==> src/design/vcd_pkg.sv <==
// Shared types, command codes and constants for the voxel cube draw engine.
`default_nettype none

package vcd_pkg;

	// Cube geometry. The store always holds 64 rows of 8 bits, addressed {z, y}.
	localparam int CUBE_SIZE_DEF = 8;
	localparam int ROW_W         = 8;
	localparam int ROW_COUNT     = 64;
	localparam int COORD_W       = 3;

	// Command codes as they arrive on the action field.
	localparam logic [3:0] ACT_SET_VOXEL   = 4'd0;
	localparam logic [3:0] ACT_CLEAR_VOXEL = 4'd1;
	localparam logic [3:0] ACT_READ_VOXEL  = 4'd2;
	localparam logic [3:0] ACT_SET_PLANE   = 4'd3;
	localparam logic [3:0] ACT_CLEAR_PLANE = 4'd4;
	localparam logic [3:0] ACT_FILL        = 4'd5;
	localparam logic [3:0] ACT_CLEAR       = 4'd6;
	localparam logic [3:0] ACT_SHIFT       = 4'd7;
	localparam logic [3:0] ACT_BOX         = 4'd8;
	localparam logic [3:0] ACT_WRITE_ROW   = 4'd9;

	// Axis codes for plane and shift commands.
	localparam logic [1:0] AXIS_X = 2'd0;
	localparam logic [1:0] AXIS_Y = 2'd1;
	localparam logic [1:0] AXIS_Z = 2'd2;

	// Operation classes that the front end hands to the back end.
	typedef enum logic [2:0] {
		OP_NOP,
		OP_VOXEL,
		OP_READ,
		OP_PLANE,
		OP_FILL,
		OP_SHIFT,
		OP_BOX,
		OP_ROW
	} op_t;

	// One classified command.
	typedef struct packed {
		op_t                op;
		logic               value;
		logic [COORD_W-1:0] x;
		logic [COORD_W-1:0] y;
		logic [COORD_W-1:0] z;
		logic [1:0]         axis;
		logic [COORD_W-1:0] plane;
		logic               dir;
		logic [COORD_W-1:0] lo;
		logic [COORD_W-1:0] hi;
		logic [ROW_W-1:0]   bits;
	} cmd_t;

	// Head of the command queue as seen by the back end.
	typedef struct packed {
		logic valid;
		cmd_t cmd;
	} cmd_head_t;

endpackage

`default_nettype wire

==> src/design/vcd_ram.sv <==
// Generic RAM with one write port and two registered read ports.
`default_nettype none

module vcd_ram #(
	parameter int WIDTH = 8,
	parameter int DEPTH = 64,
	localparam int AW = $clog2(DEPTH)
) (
	input  wire logic             clk,
	input  wire logic             wr_en,
	input  wire logic [AW-1:0]    wr_addr,
	input  wire logic [WIDTH-1:0] wr_data,
	input  wire logic [AW-1:0]    rd_addr_a,
	output logic      [WIDTH-1:0] rd_data_a,
	input  wire logic [AW-1:0]    rd_addr_b,
	output logic      [WIDTH-1:0] rd_data_b
);

	logic [WIDTH-1:0] mem [DEPTH];

	// Write and registered reads.
	always_ff @(posedge clk) begin
		if (wr_en) begin
			mem[wr_addr] <= wr_data;
		end
		rd_data_a <= mem[rd_addr_a];
		rd_data_b <= mem[rd_addr_b];
	end

endmodule

`default_nettype wire

==> src/design/vcd_front.sv <==
// Front end: classifies incoming commands and queues them for the back end.
`default_nettype none

module vcd_front #(
	parameter int CUBE_SIZE = vcd_pkg::CUBE_SIZE_DEF
) (
	input  wire logic               clk,
	input  wire logic               arst_n,
	input  wire logic               push,
	output logic                    full,
	input  wire logic [3:0]         action,
	input  wire logic [2:0]         coord_x,
	input  wire logic [2:0]         coord_y,
	input  wire logic [2:0]         coord_z,
	input  wire logic [1:0]         axis,
	input  wire logic [2:0]         plane_index,
	input  wire logic               direction,
	input  wire logic [2:0]         box_low,
	input  wire logic [2:0]         box_high,
	input  wire logic [7:0]         row_bits,
	input  wire logic               take,
	output vcd_pkg::cmd_head_t      head
);

	localparam logic [3:0] SIZE_L = 4'(CUBE_SIZE);

	vcd_pkg::cmd_t cls;
	logic          voxel_in;
	logic          row_in;
	logic          axis_ok;
	logic          plane_in;
	logic          do_push;

	vcd_pkg::cmd_t slot_q [2];
	logic          wr_ptr_q;
	logic          rd_ptr_q;
	logic [1:0]    count_q;

	// Range checks on the incoming coordinates.
	always_comb begin
		voxel_in = ({1'b0, coord_x} < SIZE_L) && ({1'b0, coord_y} < SIZE_L)
			&& ({1'b0, coord_z} < SIZE_L);
		row_in   = ({1'b0, coord_y} < SIZE_L) && ({1'b0, coord_z} < SIZE_L);
		axis_ok  = (axis == vcd_pkg::AXIS_X) || (axis == vcd_pkg::AXIS_Y)
			|| (axis == vcd_pkg::AXIS_Z);
		plane_in = axis_ok && ({1'b0, plane_index} < SIZE_L);
	end

	// Classify the command; an out-of-range, malformed or unknown command becomes a no-op.
	always_comb begin
		cls.op    = vcd_pkg::OP_NOP;
		cls.value = 1'b0;
		cls.x     = coord_x;
		cls.y     = coord_y;
		cls.z     = coord_z;
		cls.axis  = axis;
		cls.plane = plane_index;
		cls.dir   = direction;
		cls.lo    = box_low;
		cls.hi    = box_high;
		cls.bits  = row_bits;
		unique case (action)
			vcd_pkg::ACT_SET_VOXEL: begin
				if (voxel_in) cls.op = vcd_pkg::OP_VOXEL;
				cls.value = 1'b1;
			end
			vcd_pkg::ACT_CLEAR_VOXEL: begin
				if (voxel_in) cls.op = vcd_pkg::OP_VOXEL;
			end
			vcd_pkg::ACT_READ_VOXEL: begin
				if (voxel_in) cls.op = vcd_pkg::OP_READ;
			end
			vcd_pkg::ACT_SET_PLANE: begin
				if (plane_in) cls.op = vcd_pkg::OP_PLANE;
				cls.value = 1'b1;
			end
			vcd_pkg::ACT_CLEAR_PLANE: begin
				if (plane_in) cls.op = vcd_pkg::OP_PLANE;
			end
			vcd_pkg::ACT_FILL: begin
				cls.op    = vcd_pkg::OP_FILL;
				cls.value = 1'b1;
			end
			vcd_pkg::ACT_CLEAR: begin
				cls.op = vcd_pkg::OP_FILL;
			end
			vcd_pkg::ACT_SHIFT: begin
				if (axis_ok) cls.op = vcd_pkg::OP_SHIFT;
			end
			vcd_pkg::ACT_BOX: begin
				if (box_low <= box_high) cls.op = vcd_pkg::OP_BOX;
			end
			vcd_pkg::ACT_WRITE_ROW: begin
				if (row_in) cls.op = vcd_pkg::OP_ROW;
			end
			default: begin
				cls.op = vcd_pkg::OP_NOP;
			end
		endcase
	end

	// Two-entry command queue between the front and back ends.
	assign full       = (count_q == 2'd2);
	assign do_push    = push && !full;
	assign head.valid = (count_q != 2'd0);
	assign head.cmd   = slot_q[rd_ptr_q];

	always_ff @(posedge clk or negedge arst_n) begin
		if (!arst_n) begin
			wr_ptr_q <= 1'b0;
			rd_ptr_q <= 1'b0;
			count_q  <= 2'd0;
		end else begin
			if (do_push) wr_ptr_q <= !wr_ptr_q;
			if (take) rd_ptr_q <= !rd_ptr_q;
			if (do_push && !take) begin
				count_q <= count_q + 2'd1;
			end else if (take && !do_push) begin
				count_q <= count_q - 2'd1;
			end
		end
	end

	// Queue storage needs no reset.
	always_ff @(posedge clk) begin
		if (do_push) slot_q[wr_ptr_q] <= cls;
	end

endmodule

`default_nettype wire

==> src/design/vcd_back.sv <==
// Back end: walks the voxel row store for each command and queues the results.
`default_nettype none

module vcd_back #(
	parameter int CUBE_SIZE = vcd_pkg::CUBE_SIZE_DEF
) (
	input  wire logic                clk,
	input  wire logic                arst_n,
	input  wire vcd_pkg::cmd_head_t  head,
	output logic                     take,
	input  wire logic                pop,
	output logic                     empty,
	output logic                     point_value
);

	localparam int         AW       = $clog2(vcd_pkg::ROW_COUNT);
	localparam int         CW       = AW + 1;
	localparam logic [3:0] SIZE_L   = 4'(CUBE_SIZE);
	localparam logic [3:0] LAST_L   = 4'(CUBE_SIZE - 1);
	localparam logic [7:0] ROW_MASK = 8'((9'd1 << CUBE_SIZE) - 9'd1);
	localparam logic [CW-1:0] ALL_ROWS = CW'(vcd_pkg::ROW_COUNT);

	typedef enum logic {S_IDLE, S_RUN} state_t;

	state_t        state_q;
	vcd_pkg::cmd_t cmd_q;
	logic [CW-1:0] cnt_q;
	logic [CW-1:0] rows_q;
	logic          point_q;
	logic [vcd_pkg::ROW_COUNT-1:0] valid_q;

	logic          rd_pend_s1;
	logic [AW-1:0] addr_s1;
	logic          dst_vld_s1;
	logic          src_vld_s1;

	logic          issue;
	logic          done;
	logic          single;
	logic [AW-1:0] rd_addr;
	logic [AW-1:0] src_addr;
	logic [2:0]    rz;
	logic [2:0]    ry;
	logic [7:0]    ram_dst;
	logic [7:0]    ram_src;
	logic [7:0]    old_row;
	logic [7:0]    src_row;
	logic [7:0]    new_row;
	logic          wr_en;

	logic [2:0]    wz;
	logic [2:0]    wy;
	logic          in_row;
	logic          src_ok;
	logic [7:0]    bit_x;
	logic [7:0]    bit_p;
	logic [7:0]    span;
	logic [7:0]    pts;
	logic [7:0]    box_add;
	logic          y_end;
	logic          z_end;
	logic          y_in;
	logic          z_in;

	logic          res_slot_q [2];
	logic          res_wr_q;
	logic          res_rd_q;
	logic [1:0]    res_cnt_q;
	logic          res_push;
	logic          res_val;
	logic          res_pop;

	// Handshake with the command queue and end of a walk.
	assign take  = (state_q == S_IDLE) && head.valid && (res_cnt_q != 2'd2);
	assign issue = (state_q == S_RUN) && (cnt_q != rows_q);
	assign done  = (state_q == S_RUN) && (cnt_q == rows_q) && !rd_pend_s1;

	// Read addresses for the row under work and the row it shifts from.
	always_comb begin
		single = (cmd_q.op == vcd_pkg::OP_VOXEL) || (cmd_q.op == vcd_pkg::OP_READ)
			|| (cmd_q.op == vcd_pkg::OP_ROW);
		if (single) begin
			rd_addr = {cmd_q.z, cmd_q.y};
		end else if ((cmd_q.op == vcd_pkg::OP_SHIFT) && cmd_q.dir) begin
			rd_addr = ~cnt_q[AW-1:0];
		end else begin
			rd_addr = cnt_q[AW-1:0];
		end
		rz = rd_addr[5:3];
		ry = rd_addr[2:0];
		unique case (cmd_q.axis)
			vcd_pkg::AXIS_Y: src_addr = {rz, cmd_q.dir ? ry - 3'd1 : ry + 3'd1};
			vcd_pkg::AXIS_Z: src_addr = {cmd_q.dir ? rz - 3'd1 : rz + 3'd1, ry};
			default:         src_addr = rd_addr;
		endcase
	end

	vcd_ram #(
		.WIDTH(vcd_pkg::ROW_W),
		.DEPTH(vcd_pkg::ROW_COUNT)
	) u_rows (
		.clk      (clk),
		.wr_en    (wr_en),
		.wr_addr  (addr_s1),
		.wr_data  (new_row),
		.rd_addr_a(rd_addr),
		.rd_data_a(ram_dst),
		.rd_addr_b(src_addr),
		.rd_data_b(ram_src)
	);

	// Rows never written since reset read as dark.
	assign old_row = dst_vld_s1 ? ram_dst : 8'h00;
	assign src_row = src_vld_s1 ? ram_src : 8'h00;
	assign wr_en   = rd_pend_s1 && (cmd_q.op != vcd_pkg::OP_READ);

	// Row geometry terms for the row whose data has come back.
	always_comb begin
		wz     = addr_s1[5:3];
		wy     = addr_s1[2:0];
		in_row = ({1'b0, wz} < SIZE_L) && ({1'b0, wy} < SIZE_L);
		bit_x  = 8'd1 << cmd_q.x;
		bit_p  = 8'd1 << cmd_q.plane;
		span   = (8'hFF << cmd_q.lo) & (8'hFF >> (3'd7 - cmd_q.hi));
		pts    = (8'd1 << cmd_q.lo) | (8'd1 << cmd_q.hi);
		y_end  = (wy == cmd_q.lo) || (wy == cmd_q.hi);
		z_end  = (wz == cmd_q.lo) || (wz == cmd_q.hi);
		y_in   = (wy >= cmd_q.lo) && (wy <= cmd_q.hi);
		z_in   = (wz >= cmd_q.lo) && (wz <= cmd_q.hi);
		box_add = ((y_end && z_end) ? span : 8'h00)
			| ((z_end && y_in) ? pts : 8'h00)
			| ((y_end && z_in) ? pts : 8'h00);
		if (cmd_q.axis == vcd_pkg::AXIS_Y) begin
			src_ok = cmd_q.dir ? (wy != 3'd0) : ({1'b0, wy} < LAST_L);
		end else begin
			src_ok = cmd_q.dir ? (wz != 3'd0) : ({1'b0, wz} < LAST_L);
		end
	end

	// New contents of the row under work.
	always_comb begin
		new_row = old_row;
		unique case (cmd_q.op)
			vcd_pkg::OP_VOXEL: begin
				new_row = cmd_q.value ? (old_row | bit_x) : (old_row & ~bit_x);
			end
			vcd_pkg::OP_ROW: begin
				new_row = cmd_q.bits & ROW_MASK;
			end
			vcd_pkg::OP_FILL: begin
				if (in_row) new_row = cmd_q.value ? ROW_MASK : 8'h00;
			end
			vcd_pkg::OP_PLANE: begin
				if (in_row) begin
					unique case (cmd_q.axis)
						vcd_pkg::AXIS_X: begin
							new_row = cmd_q.value ? (old_row | bit_p) : (old_row & ~bit_p);
						end
						vcd_pkg::AXIS_Y: begin
							if (wy == cmd_q.plane) begin
								new_row = cmd_q.value ? (old_row | ROW_MASK)
									: (old_row & ~ROW_MASK);
							end
						end
						default: begin
							if (wz == cmd_q.plane) begin
								new_row = cmd_q.value ? (old_row | ROW_MASK)
									: (old_row & ~ROW_MASK);
							end
						end
					endcase
				end
			end
			vcd_pkg::OP_SHIFT: begin
				if (in_row) begin
					if (cmd_q.axis == vcd_pkg::AXIS_X) begin
						new_row = (old_row & ~ROW_MASK) | (cmd_q.dir
							? ((old_row << 1) & ROW_MASK)
							: ((old_row >> 1) & (ROW_MASK >> 1)));
					end else begin
						new_row = (old_row & ~ROW_MASK) | (src_ok ? (src_row & ROW_MASK)
							: 8'h00);
					end
				end
			end
			vcd_pkg::OP_BOX: begin
				if (in_row) new_row = old_row | (box_add & ROW_MASK);
			end
			default: begin
				new_row = old_row;
			end
		endcase
	end

	// Sequencer state, walk counter and captured read bit.
	always_ff @(posedge clk or negedge arst_n) begin
		if (!arst_n) begin
			state_q <= S_IDLE;
			cnt_q   <= '0;
			rows_q  <= '0;
			point_q <= 1'b0;
		end else begin
			unique case (state_q)
				S_IDLE: begin
					if (take) begin
						cnt_q   <= '0;
						point_q <= 1'b0;
						if ((head.cmd.op == vcd_pkg::OP_VOXEL)
							|| (head.cmd.op == vcd_pkg::OP_READ)
							|| (head.cmd.op == vcd_pkg::OP_ROW)) begin
							rows_q <= CW'(1);
						end else begin
							rows_q <= ALL_ROWS;
						end
						if (head.cmd.op != vcd_pkg::OP_NOP) state_q <= S_RUN;
					end
				end
				S_RUN: begin
					if (issue) cnt_q <= cnt_q + CW'(1);
					if (rd_pend_s1 && (cmd_q.op == vcd_pkg::OP_READ)) begin
						point_q <= old_row[cmd_q.x];
					end
					if (done) state_q <= S_IDLE;
				end
				default: begin
					state_q <= S_IDLE;
				end
			endcase
		end
	end

	// Read pipeline control and per-row valid bits.
	always_ff @(posedge clk or negedge arst_n) begin
		if (!arst_n) begin
			rd_pend_s1 <= 1'b0;
			valid_q    <= '0;
		end else begin
			rd_pend_s1 <= issue;
			if (wr_en) valid_q[addr_s1] <= 1'b1;
		end
	end

	// Command and read pipeline payload.
	always_ff @(posedge clk) begin
		if (take) cmd_q <= head.cmd;
		addr_s1    <= rd_addr;
		dst_vld_s1 <= valid_q[rd_addr];
		src_vld_s1 <= valid_q[src_addr];
	end

	// Two-entry result queue; a no-op answers at once with a zero.
	assign res_push    = (take && (head.cmd.op == vcd_pkg::OP_NOP)) || done;
	assign res_val     = done ? point_q : 1'b0;
	assign empty       = (res_cnt_q == 2'd0);
	assign res_pop     = pop && !empty;
	assign point_value = res_slot_q[res_rd_q];

	always_ff @(posedge clk or negedge arst_n) begin
		if (!arst_n) begin
			res_wr_q  <= 1'b0;
			res_rd_q  <= 1'b0;
			res_cnt_q <= 2'd0;
		end else begin
			if (res_push) res_wr_q <= !res_wr_q;
			if (res_pop) res_rd_q <= !res_rd_q;
			if (res_push && !res_pop) begin
				res_cnt_q <= res_cnt_q + 2'd1;
			end else if (res_pop && !res_push) begin
				res_cnt_q <= res_cnt_q - 2'd1;
			end
		end
	end

	always_ff @(posedge clk) begin
		if (res_push) res_slot_q[res_wr_q] <= res_val;
	end

endmodule

`default_nettype wire

==> src/design/voxel_cube_draw_engine.sv <==
// Voxel cube draw engine: 64 rows of 8 voxels, all dark after reset (valid bits, no sweep).
// Flow: a no-op beat answers without a walk, a one-row command walks its one row,
// and a plane, fill, shift or box command walks all 64 rows, one stored row per cycle.
// Occupancy: one command in the back end at a time, limited by the single row write port;
// the back end takes the next command only once the last walk is done.
// Reset: arst_n clears the queues, the sequencer and the row valid bits at once.
`default_nettype none

module voxel_cube_draw_engine #(
	parameter int CUBE_SIZE = vcd_pkg::CUBE_SIZE_DEF
) (
	input  wire logic       clk,
	input  wire logic       arst_n,
	input  wire logic       push,
	output logic            full,
	input  wire logic [3:0] action,
	input  wire logic [2:0] coord_x,
	input  wire logic [2:0] coord_y,
	input  wire logic [2:0] coord_z,
	input  wire logic [1:0] axis,
	input  wire logic [2:0] plane_index,
	input  wire logic       direction,
	input  wire logic [2:0] box_low,
	input  wire logic [2:0] box_high,
	input  wire logic [7:0] row_bits,
	output logic            empty,
	input  wire logic       pop,
	output logic            point_value
);

	vcd_pkg::cmd_head_t front_head;
	logic               back_take;

	// Command classification and queue.
	vcd_front #(
		.CUBE_SIZE(CUBE_SIZE)
	) u_front (
		.clk        (clk),
		.arst_n     (arst_n),
		.push       (push),
		.full       (full),
		.action     (action),
		.coord_x    (coord_x),
		.coord_y    (coord_y),
		.coord_z    (coord_z),
		.axis       (axis),
		.plane_index(plane_index),
		.direction  (direction),
		.box_low    (box_low),
		.box_high   (box_high),
		.row_bits   (row_bits),
		.take       (back_take),
		.head       (front_head)
	);

	// Row store walker and result queue.
	vcd_back #(
		.CUBE_SIZE(CUBE_SIZE)
	) u_back (
		.clk        (clk),
		.arst_n     (arst_n),
		.head       (front_head),
		.take       (back_take),
		.pop        (pop),
		.empty      (empty),
		.point_value(point_value)
	);

`ifndef ASSERT_OFF
	a_take_needs_cmd: assert property (@(posedge clk) disable iff (!arst_n)
		back_take |-> front_head.valid)
		else $error("back end took a command from an empty queue");

	a_full_has_head: assert property (@(posedge clk) disable iff (!arst_n)
		full |-> front_head.valid)
		else $error("command queue full without a head entry");

	a_full_after_push: assert property (@(posedge clk) disable iff (!arst_n)
		$rose(full) |-> $past(push))
		else $error("command queue became full without a push beat");
`endif

endmodule

`default_nettype wire
==> config.mk <==
export PLATFORM = sky130hd
export DESIGN_NAME = voxel_cube_draw_engine
export DESIGN_NICKNAME = d
export VERILOG_FILES = /design/src/design/vcd_pkg.sv /design/src/design/vcd_ram.sv /design/src/design/vcd_front.sv /design/src/design/vcd_back.sv /design/src/design/voxel_cube_draw_engine.sv
export SDC_FILE = /design/constraint.sdc
export NUM_CORES = 1
export LEC_CHECK = 0
export BUFFER_PORTS_ARGS = -buffer_cell sky130_fd_sc_hd__buf_4
export CELL_PAD_IN_SITES_DETAIL_PLACEMENT = 1
export CELL_PAD_IN_SITES_GLOBAL_PLACEMENT = 2
export CORE_UTILIZATION = 52
export CTS_CLUSTER_SIZE = 8
export DETAILED_ROUTE_END_ITERATION = 6
export PLACE_DENSITY_LB_ADDON = 0.1
export SLEW_MARGIN = 20
export SYNTH_ARGS = -nofsm -noshare
export SYNTH_HDL_FRONTEND = slang
export SYNTH_HIERARCHICAL = 1
export SYNTH_SLANG_ARGS = --single-unit
==> constraint.sdc <==
create_clock -name clk -period 11.55 [get_ports clk]
set_input_delay 1.155 -clock clk [delete_from_list [all_inputs] [get_ports clk]]
set_output_delay 1.155 -clock clk [all_outputs]
set_load 0.03 [all_outputs]
-- After elaboration in Yosys (flattened, before gate mapping)
Memories as Yosys holds them, arrays and structs flattened. A register that Yosys moved wholly into a read port is not among the register bits.
Index checks and enable logic that the tools add are counted.
- register bits after elaboration: 130
- bits in writable memories: 580
- bits of input ports: 37
- output and inout bits: 3
- logic and storage cells: 225
- memories kept: 3
- $add $sub $neg: 10
- $lt $le $gt $ge: 12
- equal/unequal tests: 37
- shifts and indexed selects: 6
- mux-type cells: 58
- bitwise logic cells: 14
- reductions and logical operators: 59
- memories (name ; words ; bits a word ; read ports ; clocked after memory_dff ; wr ports ; RTL line ; source):
    u_back.u_rows.mem ; 64 ; 8 ; 2 ; 2 ; 1 ; vcd_ram.sv:19 ; logic [WIDTH-1:0] mem [DEPTH];
    u_front.slot_q ; 2 ; 33 ; 1 ; 0 ; 1 ; vcd_front.sv:34 ; vcd_pkg::cmd_t slot_q [2];
    u_back.res_slot_q ; 2 ; 1 ; 1 ; 0 ; 1 ; vcd_back.sv:65 ; logic res_slot_q [2];
- operators by type and width (cell ; count):
    2-to-1 mux 8 bit ; 13
    OR 64 bit ; 1
    OR 8 bit ; 6
    one-hot mux 8 bit (6 select lines) ; 1
    << shifter 1 x 3 -> 8 bit, first input constant ; 4
    bitwise AND 8 bit ; 3
    logical AND 1 bit ; 21
    less-than comparator 6 x 7 -> 1 bit, second input constant ; 3
    2-to-1 mux 7 bit ; 3
    one-hot mux 3 bit (7 select lines) ; 1
    2-to-1 mux 1 bit ; 20
    equality test 3 bit ; 6
    equality test 4 x 3 -> 1 bit, second input constant ; 4
    NOT 8 bit ; 2
    one-hot mux 8 bit (2 select lines) ; 1
    equality test 3 bit, second input constant ; 5
    one-hot mux 7 bit (2 select lines) ; 1
    binary-select mux 1 bit (select 6 bit) ; 2
    2-to-1 mux 3 bit ; 4
    2-to-1 mux 6 bit ; 2
    one-hot mux 6 bit (2 select lines) ; 1
    zero test 1 bit ; 11
    2-to-1 mux 2 bit ; 5
    equality test 3 x 2 -> 1 bit, second input constant ; 3
    38 further kinds ; 73

-- Longest topological paths before layout
Gate-level depths: netlist (run 1).
- depth in word-level cells: 9
- mapped depth: 21
- depth with buffers taken out: 15

-- Modules after synthesis
Netlist (run 1), hierarchy kept.
- by module, submodules not included (module ; instances ; cells an instance ; area each (um^2) ; sequential area each (um^2)):
    vcd_ram ; 1 ; 1211 ; 24274.5 ; 15695.1
    vcd_back ; 1 ; 857 ; 8049.0 ; 3213.1
    vcd_front ; 1 ; 152 ; 2926.6 ; 2082.0

-- Least setup slack after synthesis (run 1)
Ideal clock, no wire load.
- path type: flip-flop to flip-flop
- start: register u_back/cmd_q[9] in the netlist's numbering
- end: memory u_back.u_rows.mem[0][5] (data pin)
- setup time: 0.702 ns
- data arrival time: 4.886 ns
- data required time: 10.848 ns
- path slack: 5.963 ns
- stages on the path, launching flop included: 12
- period minus slack after synthesis: 5.587 ns
- cells stage by stage: edfxtp_1 > clkbuf_1 > inv_1 > ha_1 > nor2b_1 > o21ai_0 > a21oi_1 > o32ai_1 > nand2_1 > a311oi_1 > a21oi_1 > o21ai_0
- cells in the longest elaborated chain, start to end: 8
- RTL lines (what ; RTL line ; source):
    from (decl) ; vcd_back.sv:26 ; vcd_pkg::cmd_t cmd_q;
    from (signal assigned) ; vcd_back.sv:245 ; if (take) cmd_q <= head.cmd;
    subtractor 3 bit (tied with other cells) ; vcd_back.sv:124 ; span = (8'hFF << cmd_q.lo) & (8'hFF >> (3'd7 - cmd_q.hi));
    >> shifter 8 x 3 -> 8 bit (tied with other cells) ; vcd_back.sv:124 ;
    bitwise AND 8 bit (tied with other cells) ; vcd_back.sv:124 ;
    2-to-1 mux 8 bit, on equally long branches ; vcd_back.sv:130, vcd_back.sv:131 ;
    OR 8 bit ; vcd_back.sv:131 ; | ((z_end && y_in) ? pts : 8'h00)
    OR 8 bit (*) ; vcd_back.sv:132 ; | ((y_end && z_in) ? pts : 8'h00);
    OR 8 bit (*) ; vcd_back.sv:187 ; if (in_row) new_row = old_row | (box_add & ROW_MASK);
    one-hot mux 8 bit (6 select lines) (*) ; vcd_back.sv:143 ; unique case (cmd_q.op)
    net u_back.new_row[5] ; vcd_back.sv:48 ; logic [7:0] new_row;
    to (decl) ; vcd_ram.sv:19 ;
The timed path passes the listed nets; every way through them passes the cells marked *.

-- Worst setup path after layout (run 1)
- start: register u_back/cmd_q[31] in the netlist's numbering
- end: register u_back.u_rows.rd_data_b[6] (read register of u_back.u_rows.mem)
- cells in the longest elaborated chain, start to end: 7
- RTL lines (what ; RTL line ; source):
    equality test 3 bit (tied with other cells) ; vcd_back.sv:84 ; end else if ((cmd_q.op == vcd_pkg::OP_SHIFT) && cmd_q.dir) begin
    logical AND 1 bit or logical OR 1 bit (tied branches) ; vcd_back.sv:84, vcd_back.sv:80 ;
    2-to-1 mux 6 bit or logical OR 1 bit (tied branches) ; vcd_back.sv:84, vcd_back.sv:81 ;
    2-to-1 mux 6 bit (*) ; vcd_back.sv:82 ; if (single) begin
    adder 3 x 1 -> 3 bit (tied with other cells) ; vcd_back.sv:92 ; vcd_pkg::AXIS_Y: src_addr = {rz, cmd_q.dir ? ry - 3'd1 : ry + 3'd1};
    2-to-1 mux 3 bit, on equally long branches ; vcd_back.sv:92, vcd_back.sv:93 ;
    one-hot mux 6 bit (2 select lines) (*) ; vcd_back.sv:91 ; unique case (cmd_q.axis)
    to (decl) ; vcd_ram.sv:16 ; output logic [WIDTH-1:0] rd_data_b
Mark *: on every way between the ends. The rest lies on a longest branch, timed or not.
A chain may end at the register's enable or synchronous reset.

==> metrics.yaml, run 1 <==
run_status:
  status: "finished clean"
grt:
  grt_pass1_wl_um: 149000
  met1_usage_pct: 38.0
  met2_usage_pct: 49.5
  grt-busiest-layer: "met2"
  antenna_found_initial: 2
  first_global_vias: 22600
  grt_overflow: 0
  gr-usage-met3_pct: 4.78
  grt_max_degree: 101
  gr-usage-all-layers_pct: 29.4
synth:
  yosysMostFrequentCell: "edfxtp_1"
  synth_top_area_cell: "edfxtp_1"
  synth_common_cells: "613 x edfxtp_1, 272 x mux4_2, 156 x mux2i_1, 119 x nor2_1, 113 x nand2_1"
  synthFlopType: "edfxtp_1"
  synth_xor_xnor_area_share_pct: 0.596
  synth-async-reset-ratio_pct: 11.7
  synth-simple-area-share_pct: 5.47
  synthDistinctLibCells: 79
  yosys.area_share.adder_pct: 0.859
  synth-seq-cells: 721
  yosysWarnings: 6
  syn_area_per_cell_um2: 15.9
  synth-edff-count: 613
  syn_inst: 2220
  synth_mux_area_share_pct: 23.6
  synth_compound_area_share_pct: 7.18
  seq_area_frac_synth_pct: 59.5
  syn_nets: 2280
  synth_top_area_share_pct: 52.2
  synth_area_leaders: "edfxtp_1 52%, mux4_2 17%, dfrtp_1 6.0%"
  synth_top_family_by_area: "multiplexers"
  syn-cell-area_um2: 35300
die:
  die_x_um: 262
  dieArea_um2: 68800
  coreArea_um2: 67200
  die_y_um: 262
  pin_count: 40
  start_util_pct: 52.5
  rows: 95
clock_tree:
  cts_resized: 0
  clk_latency_ns: 0.66
  hold_buffers: 0
  post-cts-setup-buffers: 0
  cts_max_path_buffers: 3
  cts_sinks: 721
  cts_buffers: 100
  root_buffer: "clkbuf_16"
  htreeDepth: 3
  clkTransAtPathRegs_ns: 0.05
  cts_tree: "done"
worst_setup_path:
  setup.worst_path.start_class: "flip-flop"
  endpoint_kind: "flip-flop"
  arrival_ns: 6.86
  cp_max_fo: 49
  required_ns: 12.10
  critical_path_class: "flip-flop to flip-flop"
timing:
  max-slew-margin-rel_pct: 20.8
  tns_ns: 0
  period_needed_ns: 6.31
  setup_viol: 0
  finalHoldViolations: 0
  fmax_mhz: 158
  finClkSkew_ns: 0.0274
  period_share_pct: 54.7
  tightestPinTransition_ns: 1.18
  rsz0062_at_grt: "false"
  finalMaxSlewViolations: 0
route:
  ant_nets: 0
  first_pass_iters: 5
  vias: 21200
  post_drt_wl_per_cell_um: 31.5
  via_per_inst: 6.69
  wl_um: 99800
  drc_errors: 0
  drt_iter0_markers: 1816
finish:
  num-nets-final: 2300
  stdcell_count: 3169
  antenna_cells: 0
  nFillCells: 6013
  final_core_util_pct: 58.2
  syn_to_final_growth_pct: 10.9
  drive_gt1_share_pct: 22.8
placement:
  port_buffers: 39
  gp_congestion: 0.873
  post-dp-hpwl_um: 65200
  dp_cells: 3010
power_and_ir_drop:
  irDropWorstVdd_mv: 0.319
  p_per_area_nw_per_um2: 338
  total_leakage_power_nw: 13.3
flow_run:
  maxCapViolCount: 0
worst_hold_path:
  hold_class: "primary input to asynchronous set/reset pin"
flip-flops by register name, summed over array words and instances, names as in the netlist, 2 cells and up:
register	flops
u_back/u_rows/mem	512
u_front/slot_q	66
u_back/valid_q	64
u_back/cmd_q	33
u_back/u_rows/rd_data_a	8
u_back/u_rows/rd_data_b	8
u_back/cnt_q	7
u_back/addr_s1	6
u_back/res_cnt_q	2
u_back/res_slot_q	2
u_back/rows_q	2
u_front/count_q	2
area by class of cell:
class	count	area [µm²]	share of cell area, %
Sequential cell	721	21000	53.7
Multi-Input combinational cell	1298	13400	34.2
Clock buffer	154	2770	7.09
Tap cell	873	1090	2.80
Timing Repair Buffer	71	574	1.47
Inverter	48	194	0.496
Clock inverter	4	100	0.256
cell families after synthesis:
logic type / after synthesis
buffers and inverters: 201
and+or+nand+nor: 407
xor gates and xnor gates: 24
adders and majority gates: 23
muxes: 474
AOI/OAI and AO/OA: 370
DFF: 721
per-layer routing:
layer  part of all wire (%)  wire [µm]
met4                    4.5       4490
met5                  0.011         11
met3                    5.8       5810
met2                     50      50200
met1                     39      39300
path summary, 6_finish.rpt:
| kind | startpoint | end | slack [ns] | depth (start not counted) |
|---|---|---|---|---|
| worst min-delay path | arst_n | u_front/count_q[0]$_DFFE_PN0P_ | 0.35 | 1 |
| max in group asynchronous | arst_n | u_back/valid_q[56]$_DFFE_PN0P_ | 10.02 | 2 |
| worst max register to register | u_back/cmd_q[31]$_DFFE_PP_ | u_back/u_rows/rd_data_b[6]$_DFF_P_ | 5.24 | 14 |
| worst max-delay path | u_back/cmd_q[31]$_DFFE_PP_ | u_back/u_rows/rd_data_b[6]$_DFF_P_ | 5.24 | 14 |
| min in group clk | u_back/res_rd_q$_DFFE_PN0P_ | u_back/res_rd_q$_DFFE_PN0P_ | 0.49 | 1 |
| worst min register to register | u_back/res_rd_q$_DFFE_PN0P_ | u_back/res_rd_q$_DFFE_PN0P_ | 0.49 | 1 |
where the power goes:
part	leakage (nW)	switching (W)	internal, W
logic	5.05	0.00387	0.00266
clock network	1.37	0.00108	0.00163
registers	6.83	0.000368	0.00361
stage by stage:
stage          worst slack, ns  total power [W]  instance area (µm²)  hold slack [ns]
6_report                  5.24           0.0132                39100            0.346
5_1_grt                   4.92           0.0138                39100            0.339
4_1_cts                   5.15           0.0133                39100            0.321
3_5_place_dp              5.17           0.0105                36200            0.482
3_3_place_gp              5.25           0.0104                36200            0.472
2_1_floorplan             5.96          0.00851                35300            0.442
worst max-delay path: stages, from the launching register on:
cell	delay (ns)
edfxtp_1	0.97
xor2_1	0.25
o211ai_1	0.51
nand3_4	0.67
fa_1	0.67
xnor2_1	0.15
a311o_1	0.35
o211ai_1	0.10
buf_4	0.53
buf_4	0.77
mux4_2	0.42
mux2i_1	0.33
a22oi_1	0.15
nand3_1	0.21
nand2_1	0.06
cells in the final DEF, fill, tap and decap left out, types with 7 or more instances in the layout:
cell type,synthesis,routed
dfxtp_1,24,24
dfrtp_1,84,83
a22oi_1,21,21
nand4_1,11,11
buf_4,13,67
ha_1,21,21
o21ai_0,82,80
a221oi_1,18,18
o21bai_1,56,56
a21oi_1,42,40
mux2_4,29,29
mux2_2,17,17
nand3_1,50,49
nor3b_1,7,7
nor3_1,14,14
o221ai_1,7,7
nand2b_1,19,19
nand3b_1,9,9
a211oi_1,12,12
and2_1,15,15
clkbuf_16,0,103
o211ai_1,20,20
a21o_1,8,8
o22ai_1,25,25
nand2_1,113,108
nor2_1,119,118
mux2i_1,156,156
mux4_2,272,272
o21ai_1,9,10
a31oi_1,16,16
xnor2_1,17,17
clkbuf_1,70,51
inv_1,43,41
or3_1,10,10
nor2b_1,21,21
xor2_1,7,7
edfxtp_1,613,613
Power figures use the tool's default switching activity.
==> run 2, diff against run 1 <==
--- a/config.mk
+++ b/config.mk
@@ -5,10 +5,11 @@
 export SDC_FILE = /design/constraint.sdc
 export NUM_CORES = 1
 export LEC_CHECK = 0
+export ABC_AREA = 1
 export BUFFER_PORTS_ARGS = -buffer_cell sky130_fd_sc_hd__buf_4
 export CELL_PAD_IN_SITES_DETAIL_PLACEMENT = 1
 export CELL_PAD_IN_SITES_GLOBAL_PLACEMENT = 2
-export CORE_UTILIZATION = 52
+export CORE_UTILIZATION = 41
 export CTS_CLUSTER_SIZE = 8
 export DETAILED_ROUTE_END_ITERATION = 6
 export PLACE_DENSITY_LB_ADDON = 0.1
==> constraint.sdc (replaced) <==
create_clock -name clk -period 6.2 [get_ports clk]
set_input_delay 0.62 -clock clk [delete_from_list [all_inputs] [get_ports clk]]
set_output_delay 0.62 -clock clk [all_outputs]
set_load 0.03 [all_outputs]
==> run 2 against run 1 <==
Cell area increased by 6.0%. Combinational power shrank 9.0%. Synthesized area up 7.0%. Count of clock-buffer cells in the layout decreased by 1. Total power increased by 33%. Via count up 49%. Hold slack worse by 0.23 ns. Utilization is 12 points lower. Wire length up 40%. Sequential power increased by 62%. Worst setup slack worse by 3.9 ns. Largest cell class unchanged. Highest routed layer is now met4.
==> metrics.yaml, run 2 <==
placement:
  port_buffers: 39  # unchanged
  dpl_cell_area_um2: 38500  # +6.4%
  post-dp-hpwl_um: 85000  # +30%
  gp_congestion: 0.846  # -3.2%
die:
  start_util_pct: 41.7  # -11 points
  dieArea_um2: 93200  # +35%
  die_y_um: 305  # +16%
  rows: 110  # +16%
  die_x_um: 305  # +16%
  coreArea_um2: 90600  # +35%
  pin_count: 40  # unchanged
worst_setup_path:
  cpMostUsedCell: "nand2_1"
  cp_slowest_stage_delay_ns: 0.64  # -0.33 ns
  path_cells: "nor2_4, nand2_1, nand3_1, nand2_1, nand2_2, inv_6, fa_1, nand2_1, nand2_8, inv_6, buf_12, buf_4, nand3_1, nand3_1, nand2_1, nand2_1, nand3_1, nand3_1, nand2_1"
  crit_path_top_delay_cell: "inv_6"
  setup.worst_path.start_class: "flip-flop"
  cp_max_fo: 61  # +24%
  arrival_ns: 5.42  # -1.44 ns
  required_ns: 6.78  # -5.32 ns
  r2r_slack_ns: 1.36  # -3.88 ns
  endpoint_kind: "flip-flop"
  critical_path_class: "flip-flop to flip-flop"
  r2r_start: "u_back/cmd_q[32]$_DFFE_PP_"
  worst_r2r_path_depth: 19  # +5
  worstReg2RegEnd: "u_back/u_rows/rd_data_b[2]$_DFF_P_"
timing:
  setup_viol: 0  # unchanged
  tns_ns: 0  # unchanged
  finalHoldViolations: 0  # unchanged
  max-slew-margin-rel_pct: 21.7  # +0.85 points
  tightestPinTransition_ns: 1.17  # -0.0139 ns
  period_share_pct: 78.1  # +23 points
  finClkSkew_ns: 0.0387  # +0.0113 ns
  rsz0062_at_grt: "false"
  period_needed_ns: 4.84  # -1.47 ns
  finalMaxSlewViolations: 0  # unchanged
  fmax_mhz: 207  # +30%
power_and_ir_drop:
  intPower_w: 0.0107  # +36%
  irDropWorstVdd_mv: 0.278  # -13%
  sw_frac_of_total_pct: 39.1  # -1.1 points
  power_switching_w: 0.00687  # +29%
  power_frac_clock_pct: 29.5  # +9.0 points
  comb_power_share_pct: 33.8  # -16 points
  total_leakage_power_nw: 16.6  # +25%
  p_per_area_nw_per_um2: 424  # +25%
  power_frac_seq_pct: 36.7  # +6.6 points
finish:
  largest-register: "u_back/u_rows/mem"
  multiInputGateArea_um2: 14400  # +8.1%
  drive_gt1_share_pct: 7.44  # -15 points
  reg_top3: "u_back/u_rows/mem: 512 flops, u_front/slot_q: 66 flops, u_back/valid_q: 64 flops"
  antenna_cells: 0  # unchanged
  final_core_util_pct: 45.7  # -12 points
  design_area_um2: 41400  # +6.0%
  final_cell_mix: "1538 x nand2_1, 1024 x nand3_1, 613 x edfxtp_1"
  final_common_cell: "nand2_1"
  largest_register_ffs: 512  # unchanged
  num-nets-final: 4224  # +84%
  seq_area_um2: 21000  # unchanged
  syn_to_final_growth_pct: 9.78
  nFillCells: 10500  # +74%
grt:
  grt_overflow: 0  # unchanged
  first_global_vias: 31900  # +41%
  grt_pass1_wl_um: 210000  # +41%
  antenna_found_initial: 0  # -2
  grt_max_degree: 130  # +29%
  gr-usage-all-layers_pct: 29.9  # +0.47 points
synth:
  syn-cell-area_um2: 37700  # +7.0%
  synth-edff-count: 613  # unchanged
  synth_top_area_cell: "edfxtp_1"
  synthDistinctLibCells: 50  # -37%
  synth-seq-cells: 721  # unchanged
  synth_area_leaders: "edfxtp_1 49%, nand2_1 15%, nand3_1 14%"
  synth-async-reset-ratio_pct: 11.7  # unchanged
  seq_area_frac_synth_pct: 55.6  # -3.9 points
  syn_area_per_cell_um2: 8.95  # -44%
  synthFlopType: "edfxtp_1"
  syn_nets: 4278  # +88%
  synth_common_cells: "1538 x nand2_1, 1024 x nand3_1, 613 x edfxtp_1, 176 x inv_1, 122 x buf_2"
  syn_inst: 4218  # +90%
  yosysMostFrequentCell: "nand2_1"
  synth_top_area_share_pct: 48.8  # -3.4 points
  yosysWarnings: 6  # unchanged
worst_hold_path:
  hold_class: "primary input to flip-flop"
  min_path_cells: 1
  min_from: "row_bits[7]"
  worstHoldEndpoint: "u_front/slot_q[0][7]$_DFFE_PP_"
clock_tree:
  cts_max_path_buffers: 3  # unchanged
  cts_buffers: 101  # +1.0%
  cts_tree: "done"
  hold_buffers: 1  # +1
  cts_sinks: 721  # unchanged
  root_buffer: "clkbuf_16"
  clkTransAtPathRegs_ns: 0.06  # about the same
  clk_latency_ns: 0.70  # +0.04 ns
  cts_resized: 0  # unchanged
  post-cts-setup-buffers: 0  # unchanged
  htreeDepth: 3  # unchanged
route:
  first_pass_iters: 7  # +2
  drt_iter0_markers: 2721  # +50%
  via_per_inst: 5.84  # -13%
  vias: 31500  # +49%
  post_drt_wl_per_cell_um: 26.0  # -18%
  drc_errors: 0  # unchanged
  wl_um: 140000  # +40%
  ant_nets: 0  # unchanged
run_status:
  status: "finished clean"
flow_run:
  maxCapViolCount: 0  # unchanged
-- run 2: per-layer routing --
metal	vias to the layer above	share of wire, %	track usage (%)
met3	228	5.6	4.13
met4	0	3.0	9.37
met1	16000	45	42.5
li1	14400	-	-
met5	-	0	0
met2	941	46	47.1
-- run 2: worst max-delay path by stage --
stage                               startpoint                                  to  slack (ns)  depth (start not counted)
floorplan           u_back/cmd_q[10]$_DFFE_PP_   u_back/u_rows/mem[0][3]$_DFFE_PP_        1.93                         12
global placement    u_back/cmd_q[14]$_DFFE_PP_  u_back/u_rows/rd_data_b[2]$_DFF_P_        1.45                         19
detailed placement  u_back/cmd_q[30]$_DFFE_PP_  u_back/u_rows/rd_data_b[2]$_DFF_P_        1.38                         19
CTS                 u_back/cmd_q[32]$_DFFE_PP_  u_back/u_rows/rd_data_b[2]$_DFF_P_        1.36                         19
global route        u_back/cmd_q[32]$_DFFE_PP_  u_back/u_rows/rd_data_b[2]$_DFF_P_        1.02                         19
finish              u_back/cmd_q[32]$_DFFE_PP_  u_back/u_rows/rd_data_b[2]$_DFF_P_        1.36                         19
-- run 2: cells by family (layout without fill, tap and decap cells) --
family | Yosys count | in the layout | share of synthesized area (%)
AO/OA/AOI/OAI | 234 | 234 | 3.77
buffers and inverters | 449 | 451 | 6.69
flip-flops | 721 | 721 | 55.6
XOR/XNOR | 17 | 17 | 0.395
multiplexers | 33 | 33 | 1.27
adder cells (fa/ha/maj) | 23 | 23 | 0.802
AND/OR/NAND/NOR | 2741 | 2741 | 31.4
-- run 2: power groups by stage --
stage | sequential, W | combinational (W) | clock, W
after floorplan | 0.00635 | 0.00404 | 0
after global placement | 0.00653 | 0.00584 | 0
after detailed placement | 0.00654 | 0.00590 | 0
after CTS | 0.00646 | 0.00591 | 0.00529
after global routing | 0.00651 | 0.00645 | 0.00545
final | 0.00645 | 0.00594 | 0.00518
-- run 2: critical path: cells and delay by family, from the launching register on --
family	cells	cell delay [ns]
simple gates	14	2.21
buf+inv	4	1.35
flops	1	0.55
fa+ha+maj	1	0.48
-- run 2: layout make-up --
type,instances,area share (%)
well taps,1176,3.55
clock buffers,153,6.70
flip-flops and latches,721,50.7
inverters,188,1.80
clock inverters,6,0.251
multi-input cells,3048,34.9
repair buffers,104,2.16
-- run 2: per-stage QoR --
| stage | setup WS (ns) | instances | hold slack (ns) | power (W) |
|---|---|---|---|---|
| 2_1_floorplan | 1.93 | 4218 | 0.324 | 0.0104 |
| 3_3_place_gp | 1.45 | 5236 | 0.453 | 0.0124 |
| 3_5_place_dp | 1.38 | 5236 | 0.456 | 0.0124 |
| 4_1_cts | 1.36 | 5396 | 0.0702 | 0.0177 |
| 5_1_grt | 1.02 | 5396 | 0.0802 | 0.0184 |
| 6_report | 1.36 | 5396 | 0.113 | 0.0176 |
